[src/rtl/core/coe_pkg.sv]
// Shared types and codes for the clock offset estimator.
`default_nettype none

package coe_pkg;

  localparam int unsigned TS_W = 64;

  typedef enum logic [1:0] {
    ACT_SYNC      = 2'd0,
    ACT_TO_LOCAL  = 2'd1,
    ACT_TO_REMOTE = 2'd2,
    ACT_NONE      = 2'd3
  } coe_action_e;

  // Controller-to-datapath commands, one per sequencer step.
  typedef struct packed {
    logic load;
    logic diff;
    logic off;
    logic acc;
    logic div_init;
    logic div_step;
    logic fin;
    logic conv;
    logic emit;
  } coe_cmd_t;

endpackage

`default_nettype wire

[src/rtl/core/coe_ram.sv]
// Generic single-port-write, single-port-read RAM with registered read data.
`default_nettype none

module coe_ram #(
  parameter int unsigned WIDTH = 64,
  parameter int unsigned DEPTH = 8,
  localparam int unsigned ADDR_W = (DEPTH > 1) ? $clog2(DEPTH) : 1
) (
  input  wire logic             clk_i,
  input  wire logic             we_i,
  input  wire logic [ADDR_W-1:0] waddr_i,
  input  wire logic [WIDTH-1:0] wdata_i,
  input  wire logic             re_i,
  input  wire logic [ADDR_W-1:0] raddr_i,
  output logic      [WIDTH-1:0] rdata_o
);

  logic [WIDTH-1:0] mem_q [DEPTH];

  always_ff @(posedge clk_i) begin
    if (we_i) begin
      mem_q[waddr_i] <= wdata_i;
    end
    if (re_i) begin
      rdata_o <= mem_q[raddr_i];
    end
  end

endmodule

`default_nettype wire

[src/rtl/core/coe_datapath.sv]
// Datapath: timestamp differences, offset history, running sum, divider, conversion.
`default_nettype none

module coe_datapath #(
  parameter int unsigned DEPTH = 8,
  parameter int unsigned SUM_W = 68
) (
  input  wire logic             clk_i,
  input  wire logic             rst_ni,
  input  wire coe_pkg::coe_cmd_t cmd_i,
  input  wire logic [1:0]       in_action_i,
  input  wire logic [319:0]     in_data_i,
  output logic      [191:0]     out_data_o
);

  localparam int unsigned SLOT_W = (DEPTH > 1) ? $clog2(DEPTH) : 1;
  localparam int unsigned CNT_W  = $clog2(DEPTH + 1);

  coe_pkg::coe_action_e act_q;
  logic [63:0] t0_q, t1_q, t2_q, t3_q, tv_q;
  logic [63:0] diff_a_q, diff_b_q, delay_q, off_q, conv_q;
  logic [SUM_W-1:0] quo_q;
  logic [CNT_W-1:0] rem_q;
  logic             neg_q;
  logic [191:0]     out_q;

  logic [SLOT_W-1:0] slot_q;
  logic [CNT_W-1:0]  fill_q;
  logic [SUM_W-1:0]  sum_q;
  logic [63:0]       mean_q, round_trip_q;

  logic [63:0] ram_rdata;
  logic [63:0] old_off;
  logic        full;
  logic [64:0] off_sum;
  logic [63:0] off_d;
  logic [CNT_W:0]   shifted;
  logic [CNT_W+1:0] trial;

  coe_ram #(
    .WIDTH(64),
    .DEPTH(DEPTH)
  ) u_ring (
    .clk_i  (clk_i),
    .we_i   (cmd_i.acc),
    .waddr_i(slot_q),
    .wdata_i(off_q),
    .re_i   (cmd_i.diff),
    .raddr_i(slot_q),
    .rdata_o(ram_rdata)
  );

  // Entries never written read as zero: before the ring is full the slot is fresh.
  assign full    = (fill_q == CNT_W'(DEPTH));
  assign old_off = full ? ram_rdata : 64'd0;

  // Half of a 65-bit signed sum, rounded toward zero.
  assign off_sum = {diff_a_q[63], diff_a_q} + {diff_b_q[63], diff_b_q};
  assign off_d   = off_sum[64:1] + 64'(off_sum[64] & off_sum[0]);

  assign shifted = {rem_q, quo_q[SUM_W-1]};
  assign trial   = {1'b0, shifted} - {2'b00, fill_q};

  always_ff @(posedge clk_i) begin
    if (cmd_i.load) begin
      act_q <= coe_pkg::coe_action_e'(in_action_i);
      t0_q  <= in_data_i[63:0];
      t1_q  <= in_data_i[127:64];
      t2_q  <= in_data_i[191:128];
      t3_q  <= in_data_i[255:192];
      tv_q  <= in_data_i[319:256];
    end
    if (cmd_i.diff) begin
      diff_a_q <= t1_q - t0_q;
      diff_b_q <= t2_q - t3_q;
      delay_q  <= (t3_q - t0_q) - (t2_q - t1_q);
    end
    if (cmd_i.off) begin
      off_q <= off_d;
    end
    if (cmd_i.div_init) begin
      neg_q <= sum_q[SUM_W-1];
      quo_q <= sum_q[SUM_W-1] ? (SUM_W'(0) - sum_q) : sum_q;
      rem_q <= '0;
    end
    if (cmd_i.div_step) begin
      quo_q <= {quo_q[SUM_W-2:0], ~trial[CNT_W+1]};
      rem_q <= trial[CNT_W+1] ? shifted[CNT_W-1:0] : trial[CNT_W-1:0];
    end
    if (cmd_i.fin) begin
      conv_q <= 64'd0;
    end
    if (cmd_i.conv) begin
      unique case (act_q)
        coe_pkg::ACT_TO_LOCAL:  conv_q <= tv_q - mean_q;
        coe_pkg::ACT_TO_REMOTE: conv_q <= tv_q + mean_q;
        default:                conv_q <= 64'd0;
      endcase
    end
    if (cmd_i.emit) begin
      out_q <= {conv_q, round_trip_q, mean_q};
    end
  end

  always_ff @(posedge clk_i or negedge rst_ni) begin
    if (!rst_ni) begin
      slot_q       <= '0;
      fill_q       <= '0;
      sum_q        <= '0;
      mean_q       <= '0;
      round_trip_q <= '0;
    end else begin
      if (cmd_i.acc) begin
        sum_q <= sum_q + {{(SUM_W-64){off_q[63]}}, off_q}
                       - {{(SUM_W-64){old_off[63]}}, old_off};
        round_trip_q <= delay_q;
        slot_q <= (slot_q == SLOT_W'(DEPTH - 1)) ? '0 : slot_q + 1'b1;
        if (!full) begin
          fill_q <= fill_q + 1'b1;
        end
      end
      if (cmd_i.fin) begin
        mean_q <= neg_q ? (64'd0 - quo_q[63:0]) : quo_q[63:0];
      end
    end
  end

  assign out_data_o = out_q;

endmodule

`default_nettype wire

[src/rtl/core/coe_ctrl.sv]
// Controller: sequences one item through the datapath and owns the output valid.
`default_nettype none

module coe_ctrl #(
  parameter int unsigned SUM_W = 68
) (
  input  wire logic             clk_i,
  input  wire logic             rst_ni,
  input  wire logic             in_valid_i,
  input  wire logic [1:0]       in_action_i,
  output logic                  in_ready_o,
  input  wire logic             out_ready_i,
  output logic                  out_valid_o,
  output coe_pkg::coe_cmd_t     cmd_o
);

  localparam int unsigned STEP_W = $clog2(SUM_W);

  typedef enum logic [3:0] {
    S_IDLE,
    S_DIFF,
    S_OFF,
    S_ACC,
    S_DINIT,
    S_DIV,
    S_FIN,
    S_CONV,
    S_EMIT
  } state_e;

  state_e            state_q;
  logic [STEP_W-1:0] step_q;
  logic              out_valid_q;
  logic              accept;
  logic              emit;

  assign accept = (state_q == S_IDLE) && in_valid_i;
  assign emit   = (state_q == S_EMIT) && (!out_valid_q || out_ready_i);

  always_ff @(posedge clk_i or negedge rst_ni) begin
    if (!rst_ni) begin
      state_q     <= S_IDLE;
      step_q      <= '0;
      out_valid_q <= 1'b0;
    end else begin
      if (emit) begin
        out_valid_q <= 1'b1;
      end else if (out_ready_i) begin
        out_valid_q <= 1'b0;
      end
      unique case (state_q)
        S_IDLE: begin
          if (accept) begin
            state_q <= (coe_pkg::coe_action_e'(in_action_i) == coe_pkg::ACT_SYNC) ?
                       S_DIFF : S_CONV;
          end
        end
        S_DIFF:  state_q <= S_OFF;
        S_OFF:   state_q <= S_ACC;
        S_ACC:   state_q <= S_DINIT;
        S_DINIT: begin
          step_q  <= STEP_W'(SUM_W - 1);
          state_q <= S_DIV;
        end
        S_DIV: begin
          step_q <= step_q - 1'b1;
          if (step_q == '0) begin
            state_q <= S_FIN;
          end
        end
        S_FIN:  state_q <= S_EMIT;
        S_CONV: state_q <= S_EMIT;
        S_EMIT: begin
          if (emit) begin
            state_q <= S_IDLE;
          end
        end
        default: state_q <= S_IDLE;
      endcase
    end
  end

  always_comb begin
    cmd_o          = '0;
    cmd_o.load     = accept;
    cmd_o.diff     = (state_q == S_DIFF);
    cmd_o.off      = (state_q == S_OFF);
    cmd_o.acc      = (state_q == S_ACC);
    cmd_o.div_init = (state_q == S_DINIT);
    cmd_o.div_step = (state_q == S_DIV);
    cmd_o.fin      = (state_q == S_FIN);
    cmd_o.conv     = (state_q == S_CONV);
    cmd_o.emit     = emit;
  end

  assign in_ready_o  = (state_q == S_IDLE);
  assign out_valid_o = out_valid_q;

endmodule

`default_nettype wire

[src/rtl/core/clock_offset_estimator.sv]
// Clock offset estimator: NTP-style offset and delay with a moving average of the offset.
//
// Input stream (s_axis): tuser carries the action, tdata the four sync timestamps and
// the time value to convert. Output stream (m_axis): one beat per input beat with the
// averaged offset, the delay of the latest sync sample and the converted time.
// One item is in work at a time; s_axis_tready is high only while the sequencer is idle.
// Path from the accepting edge to the edge that raises output valid:
//   convert or unused action: the convert state, then the emit state
//   sync sample: difference, offset, accumulate, divider init, divide, finish, emit,
//   with SUM_W = 65 + clog2(HISTORY_DEPTH) (68 at depth 8); the divide state runs the
//   restoring divider, which retires one quotient bit per cycle.
// The output beat sits in its own register, so the next item is accepted while a
// finished beat waits on m_axis_tready; a stalled receiver only holds the sequencer
// once that next result is ready to be written.
// Reset clears the fill count, running sum, averaged offset and delay; history entries
// not yet written count as zero through the fill count, so no clearing pass is needed.
`default_nettype none

module clock_offset_estimator #(
  parameter int unsigned HISTORY_DEPTH = 8
) (
  input  wire logic         clk_i,
  input  wire logic         rst_ni,
  input  wire logic         s_axis_tvalid,
  output logic              s_axis_tready,
  // [63:0] client_send_us, [127:64] server_recv_us, [191:128] server_send_us,
  // [255:192] client_recv_us, [319:256] time_value_us
  input  wire logic [319:0] s_axis_tdata,
  // [1:0] action
  input  wire logic [1:0]   s_axis_tuser,
  output logic              m_axis_tvalid,
  input  wire logic         m_axis_tready,
  // [63:0] avg_offset_us, [127:64] last_delay_us, [191:128] converted_us
  output logic      [191:0] m_axis_tdata
);

  localparam int unsigned SUM_W = 65 + $clog2(HISTORY_DEPTH);

  coe_pkg::coe_cmd_t cmd;

  coe_ctrl #(
    .SUM_W(SUM_W)
  ) u_ctrl (
    .clk_i      (clk_i),
    .rst_ni     (rst_ni),
    .in_valid_i (s_axis_tvalid),
    .in_action_i(s_axis_tuser),
    .in_ready_o (s_axis_tready),
    .out_ready_i(m_axis_tready),
    .out_valid_o(m_axis_tvalid),
    .cmd_o      (cmd)
  );

  coe_datapath #(
    .DEPTH(HISTORY_DEPTH),
    .SUM_W(SUM_W)
  ) u_dp (
    .clk_i      (clk_i),
    .rst_ni     (rst_ni),
    .cmd_i      (cmd),
    .in_action_i(s_axis_tuser),
    .in_data_i  (s_axis_tdata),
    .out_data_o (m_axis_tdata)
  );

endmodule

`default_nettype wire

[config.mk]
export PLATFORM = sky130hd
export DESIGN_NAME = clock_offset_estimator
export DESIGN_NICKNAME = d
export VERILOG_FILES = /design/src/rtl/core/coe_pkg.sv /design/src/rtl/core/coe_ram.sv /design/src/rtl/core/coe_datapath.sv /design/src/rtl/core/coe_ctrl.sv /design/src/rtl/core/clock_offset_estimator.sv
export SDC_FILE = /design/constraint.sdc
export NUM_CORES = 2
export LEC_CHECK = 0
export ABC_AREA = 1
export CORE_UTILIZATION = 30
export DETAILED_ROUTE_END_ITERATION = 10
export DONT_BUFFER_PORTS = 1
export GPL_TIMING_DRIVEN = 0
export PLACE_DENSITY = 0.44
export SETUP_SLACK_MARGIN = 0.3
export SLEW_MARGIN = 20
export SYNTH_ARGS = -nofsm -noshare
export SYNTH_HDL_FRONTEND = slang
export SYNTH_SLANG_ARGS = --single-unit
[constraint.sdc]
create_clock -name clk_i -period 17.64 [get_ports clk_i]
set_input_delay 2.646 -clock clk_i [delete_from_list [all_inputs] [get_ports clk_i]]
set_output_delay 2.646 -clock clk_i [all_outputs]
set_load 0.02 [all_outputs]
# After elaboration in Yosys (flattened, before gate mapping)
# Memory sizes are Yosys's and may differ from the RTL's. A register that Yosys moved wholly into a read port is not among the register bits.
# Cells that the tools add are included.
[totals]
register_bits = 1122
in_bits = 326
ram_bits = 512
wordCells = 94
n_memories = 1
[op_classes]
n_bitwise = 3
eq_ne = 15
add_sub_neg = 17
mux = 22
n_reduce_logical = 13
[memory_table]
columns = ["memory", "words", "word_bits", "read_ports", "rd_ports_with_merged_regs", "wr", "line_no", "text"]
rows = [
  ["u_dp.u_ring.mem_q", 8, 64, 1, 1, 1, "coe_ram.sv:18", "logic [WIDTH-1:0] mem_q [DEPTH];"],
]
[op_table]
columns = ["cell", "count"]
rows = [
  ["$sub A64 B64 Y64", 6],
  ["$mux W64", 4],
  ["$mux W68", 3],
  ["$add A64 B64 Y64", 2],
  ["$pmux W64 S2", 1],
  ["$add A68 B68 Y68", 1],
  ["$sub A1 B68 Y68 const A", 1],
  ["$sub A68 B68 Y68", 1],
  ["$add A64 B64 Y65", 1],
  ["$sub A1 B64 Y64 const A", 1],
  ["$pmux W4 S8", 1],
  ["$mux W4", 6],
  ["$eq A4 B3 Y1 const B", 4],
  ["$pmux W7 S2", 1],
  ["$eq A4 B2 Y1 const B", 2],
  ["$eq A4 B4 Y1 const B", 2],
  ["$logic_not A7 Y1", 1],
  ["$sub A7 B1 Y7 const B", 1],
  ["$mux W3", 2],
  ["$ne A2 B1 Y1 const B", 3],
  ["$reduce_bool A2 Y1", 3],
  ["$sub A5 B4 Y6", 1],
  ["$add A4 B1 Y4 const B", 1],
  ["$eq A4 B1 Y1 const B", 1],
  ["other kinds (15)", 20],
]

# Longest topological paths before layout
[depth]
word_depth = 5
depth_mapped = 34

# Hierarchy
# From an unflattened synthesis, not the netlist that was laid out.
[hier_totals]
hier_cells = 11878
area_unflattened_um2 = 101693.8
[by_module_without_submodules]
columns = ["module", "cells_per_inst", "area_per_inst_um2", "instances", "seq_area_each_um2"]
rows = [
  ["coe_datapath", 9467, 76612.2, 1, 32316.0],
  ["coe_ram", 2294, 24298.3, 1, 17296.6],
  ["coe_ctrl", 117, 783.3, 1, 300.3],
]

# Least setup slack after synthesis
# OpenSTA, ideal clock, no wires.
[synth_path]
kind = "in2reg"
startpoint = "input port s_axis_tvalid"
endpoint = "register u_dp.act_q[0], enable pin"
setup_time_ns = 1.013
required_ns = 16.627
slack_ns = 0.739
cell_stages = 2
arrival_ns = 15.888
path_cell_list = "inv_1 nor2_1"
[synth_via]
elab_chain_cells = 1
[synth_lines]
columns = ["item", "line_no", "text"]
rows = [
  ["start, declared", "clock_offset_estimator.sv:24", "input wire logic s_axis_tvalid,"],
  ["$logic_and A1 B1 Y1", "coe_ctrl.sv:37", "assign accept = (state_q == S_IDLE) && in_valid_i;"],
  ["via u_ctrl.accept", "coe_ctrl.sv:34", "logic accept;"],
  ["end signal, assigned", "coe_datapath.sv:66", "act_q <= coe_pkg::coe_action_e'(in_action_i);"],
  ["end, declared", "coe_datapath.sv:19", "coe_pkg::coe_action_e act_q;"],
]
# The timed path passes the listed nets, and every way through them passes these cells.
# A chain may end at the register's enable or synchronous reset.

# Final worst setup path
[layout_path]
startpoint = "register u_dp.fill_q[1]"
endpoint = "register u_dp.sum_q[50]"
[layout_via]
elab_chain_cells = 3
[layout_lines]
columns = ["item", "line_no", "text"]
rows = [
  ["start, declared", "coe_datapath.sv:28", "logic [CNT_W-1:0] fill_q;"],
  ["start signal, assigned", "coe_datapath.sv:119", "fill_q <= fill_q + 1'b1;"],
  ["$eq A4 B4 Y1", "coe_datapath.sv:54", "assign full = (fill_q == CNT_W'(DEPTH));"],
  ["$mux W64", "coe_datapath.sv:55", "assign old_off = full ? ram_rdata : 64'd0;"],
  ["$sub A68 B68 Y68", "coe_datapath.sv:115", "- {{(SUM_W-64){old_off[63]}}, old_off};"],
  ["end signal, assigned", "coe_datapath.sv:114", "sum_q <= sum_q + {{(SUM_W-64){off_q[63]}}, off_q}"],
  ["end, declared", "coe_datapath.sv:29", "logic [SUM_W-1:0] sum_q;"],
]
# No other way between the ends.

==> impl_metrics.toml <==
[run_status]
status = "finished with violations"
failed_checks = "DRC"

[worst_setup_path]
reg2reg_depth = 19
crit_cells = 19
cp_slowest_cell = "clkbuf_1"
path_cells = "inv_1, ha_1, nand3_1, clkbuf_1, clkbuf_1, nor2_1, fa_1, inv_1, ha_1, inv_1, o21ai_0, a21oi_1, a21boi_0, o21ai_0, a21oi_1, o21ai_0, or2_2, nand3_1, o21ai_0"
r2r_slack_ns = 11.49
reg2reg_to = "u_dp.sum_q[50]"
start_kind = "flop"
critPathCaptureType = "flop"
cp_top_family = "compound AO/OA/AOI/OAI gates"
worstPathArrival_ns = 6.90
cp-endpoint = "u_dp.sum_q[50]"
path_class = "reg2reg"
slowest_delay_ns = 0.78
reg2reg_from = "u_dp.fill_q[1]"
required_ns = 18.39
crit_buf_inv = 5
crit_fanout = 10
crit_path_frequent_cell = "o21ai_0"
critPathLaunch = "u_dp.fill_q[1]"

[grt]
grt_antenna_before_repair = 39
grt_usage = 0.232
grt_pass1_wl_um = 554000
grt_max_degree = 216
grt_overflow = 0
grt_pass1_vias = 77200

[clocking]
clk_path_buf_depth = 4
clk_latency_ns = 0.94
cts_resized = 0
cts.clk_slew.worst_paths_ns = 0.06
htreeDepth = 4
cts_buffers = 197
ctsRootBufferMaster = "clkbuf_16"
cts_tree = "yes"
postCtsSetupBuffers = 0
cts_sinks = 1698
ctsHoldBuffers = 0

[routing]
antenna_left = 0
avgRoutedWirePerCell_um = 25.2
drtIter0Drc = 5614
routed_wl_um = 390000
vias = 76300
dr.pass1.iters = 9
via_per_inst = 4.92
drc = 58

[sta]
setup_viol = 0
hold_viol = 0
fin_ws_ns = 11.49
tightest_slew_ns = 1.30
drv_slew = 0
fin_hold_ws_ns = 0.413
rsz0062_at_grt = "no"
relSlewSlack = 0.135
skew_ns = 0.0560
fmax_mhz = 163
fin_crit_sh = 0.349
min_period_ns = 6.15

[floorplanning]
ioPinCount = 520
die_h_um = 573
rows = 209
core_region_area_um2 = 325000
die-width_um = 573
dieArea_um2 = 329000
start_util = 0.302

[logic_synthesis]
synth_area_leaders = "edfxtp_1 45%, nand2_1 9.0%, inv_1 6.7%"
synth_cell_type_count = 61
syn_area_um2 = 98000
synthFlopType = "edfxtp_1"
synth_edf_count = 1483
seq_area_frac_synth = 0.510
ys_ff_latch = 1698
syn_inst = 10700
synth_area_leader_cell = "edfxtp_1"
synth_top_area_frac = 0.455
syn-num-nets = 11600
async_flop_share = 0.127
syn_area_per_cell_um2 = 9.16
synthTopCellsByCount = "2347 x nand2_1, 1736 x inv_1, 1483 x edfxtp_1, 1087 x nor2_1, 625 x a21oi_1"
ys_warn_count = 0
yosysMostFrequentCell = "nand2_1"

[power]
p_leak_nw = 45.7
ir_drop_mv = 0.105
powerDensity_nw_per_um2 = 215

[finish]
fillers = 33700
drive_gt1_frac = 0.0585
fin_nets = 11900
syn_to_final_growth_pct = 14.1

[placed_design]
dpl.hpwl_um = 329000
gp_congestion = 0.939
port_buffers = 0
dp_slack_ns = 11.28

[run]
drv_cap = 0

[hold_path]
worstHoldPathType = "reg2reg"
==> layout by cell type (no fill, tap or decap), drive strengths merged, types with 5 or more instances in the layout <==
cell type	netlist	layout
a21o	44	44
clkinv	2	71
a22o	21	21
nand2	2410	2410
a21oi	627	627
o21bai	40	40
o221ai	7	7
nand3b	15	15
o31a	5	5
dfrtp	215	215
o2111ai	10	10
inv	1768	1784
nor3	114	114
xor2	301	301
ha	401	401
a211oi	8	8
bufinv	0	23
nor2	1139	1139
a22oi	55	55
o21a	35	35
edfxtp	1483	1483
and3	7	7
clkinvlp	0	12
o31ai	8	8
xnor2	137	137
clkbuf	139	375
nand3	366	366
a31oi	109	109
buf	5	120
nor4	72	72
or2	35	35
diode	0	12
o21ai	632	632
a21boi	17	17
o211ai	20	20
fa	198	198
nand4	153	153
a221oi	80	80
==> metal layers <==
layer  routed length [um]  global-route usage  share of wire
met5                  168                   0        0.00043
met4                15600              0.0862          0.040
met3                16600              0.0273          0.043
met2               194000               0.413           0.50
met1               164000               0.287           0.42
==> area by class of cell <==
cell class,count,area [um^2],area share
timing repair buffer,115,1710,0.0153
multi-input combinational,7084,41000,0.367
tap,4325,5410,0.0484
antenna,12,30.0,0.000269
inverter,1770,6640,0.0594
clock buffer,236,5230,0.0468
clock inverter,120,1300,0.0116
buffer,144,552,0.00494
sequential,1698,49900,0.447
==> report_power, final <==
| group | switching, W | internal (W) |
|---|---|---|
| clock | 0.00175 | 0.00246 |
| sequential | 0.00102 | 0.00592 |
| combinational | 0.00909 | 0.00382 |
==> flip-flops by register name, summed over array words and instances (netlist names), 7 cells and up <==
register / count
u_ctrl.step_q: 7
u_dp.conv_q: 64
u_dp.delay_q: 64
u_dp.diff_a_q: 64
u_dp.diff_b_q: 64
u_dp.mean_q: 64
u_dp.off_q: 64
u_dp.out_data_o: 192
u_dp.quo_q: 68
u_dp.round_trip_q: 64
u_dp.sum_q: 68
u_dp.t0_q: 64
u_dp.t1_q: 64
u_dp.t2_q: 64
u_dp.t3_q: 64
u_dp.tv_q: 64
u_dp.u_ring.mem_q: 512
u_dp.u_ring.rdata_o: 64
==> stage by stage <==
stage                TNS, ns  area (um^2)  cells  total power (W)   util
floorplan                  0        98000  10700           0.0148      -
global placement    -2173.37       103000  15000           0.0201  0.319
detailed placement         0       105000  15100           0.0200  0.324
CTS                        0       112000  15500           0.0243  0.344
global route               0       112000  15500           0.0257  0.344
finish                     0       112000  15500           0.0241  0.344
==> worst min-delay path by stage <==
stage                          from              endpoint  slack [ns]  cells past startpoint
floorplan            u_dp.conv_q[0]  u_dp.out_data_o[128]        0.40                      0
global placement    u_dp.conv_q[58]  u_dp.out_data_o[186]        0.41                      0
detailed placement  u_dp.conv_q[25]  u_dp.out_data_o[153]        0.40                      0
CTS                 u_dp.conv_q[35]  u_dp.out_data_o[163]        0.42                      0
global route        u_dp.conv_q[60]  u_dp.out_data_o[188]        0.42                      0
finish              u_dp.conv_q[35]  u_dp.out_data_o[163]        0.41                      0
==> logic make-up (layout without fill, tap and decap cells) <==
family | Yosys count | after routing | share of synthesized area
fa+ha+maj | 599 | 599 | 0.0917
simple gates | 4317 | 4317 | 0.185
flops | 1698 | 1698 | 0.510
buf+inv | 1914 | 2385 | 0.0733
compound gates | 1730 | 1730 | 0.101
xor+xnor | 438 | 438 | 0.0392
other cells | 0 | 12 | 0
Note: power is estimated with default switching activity, not from simulation.
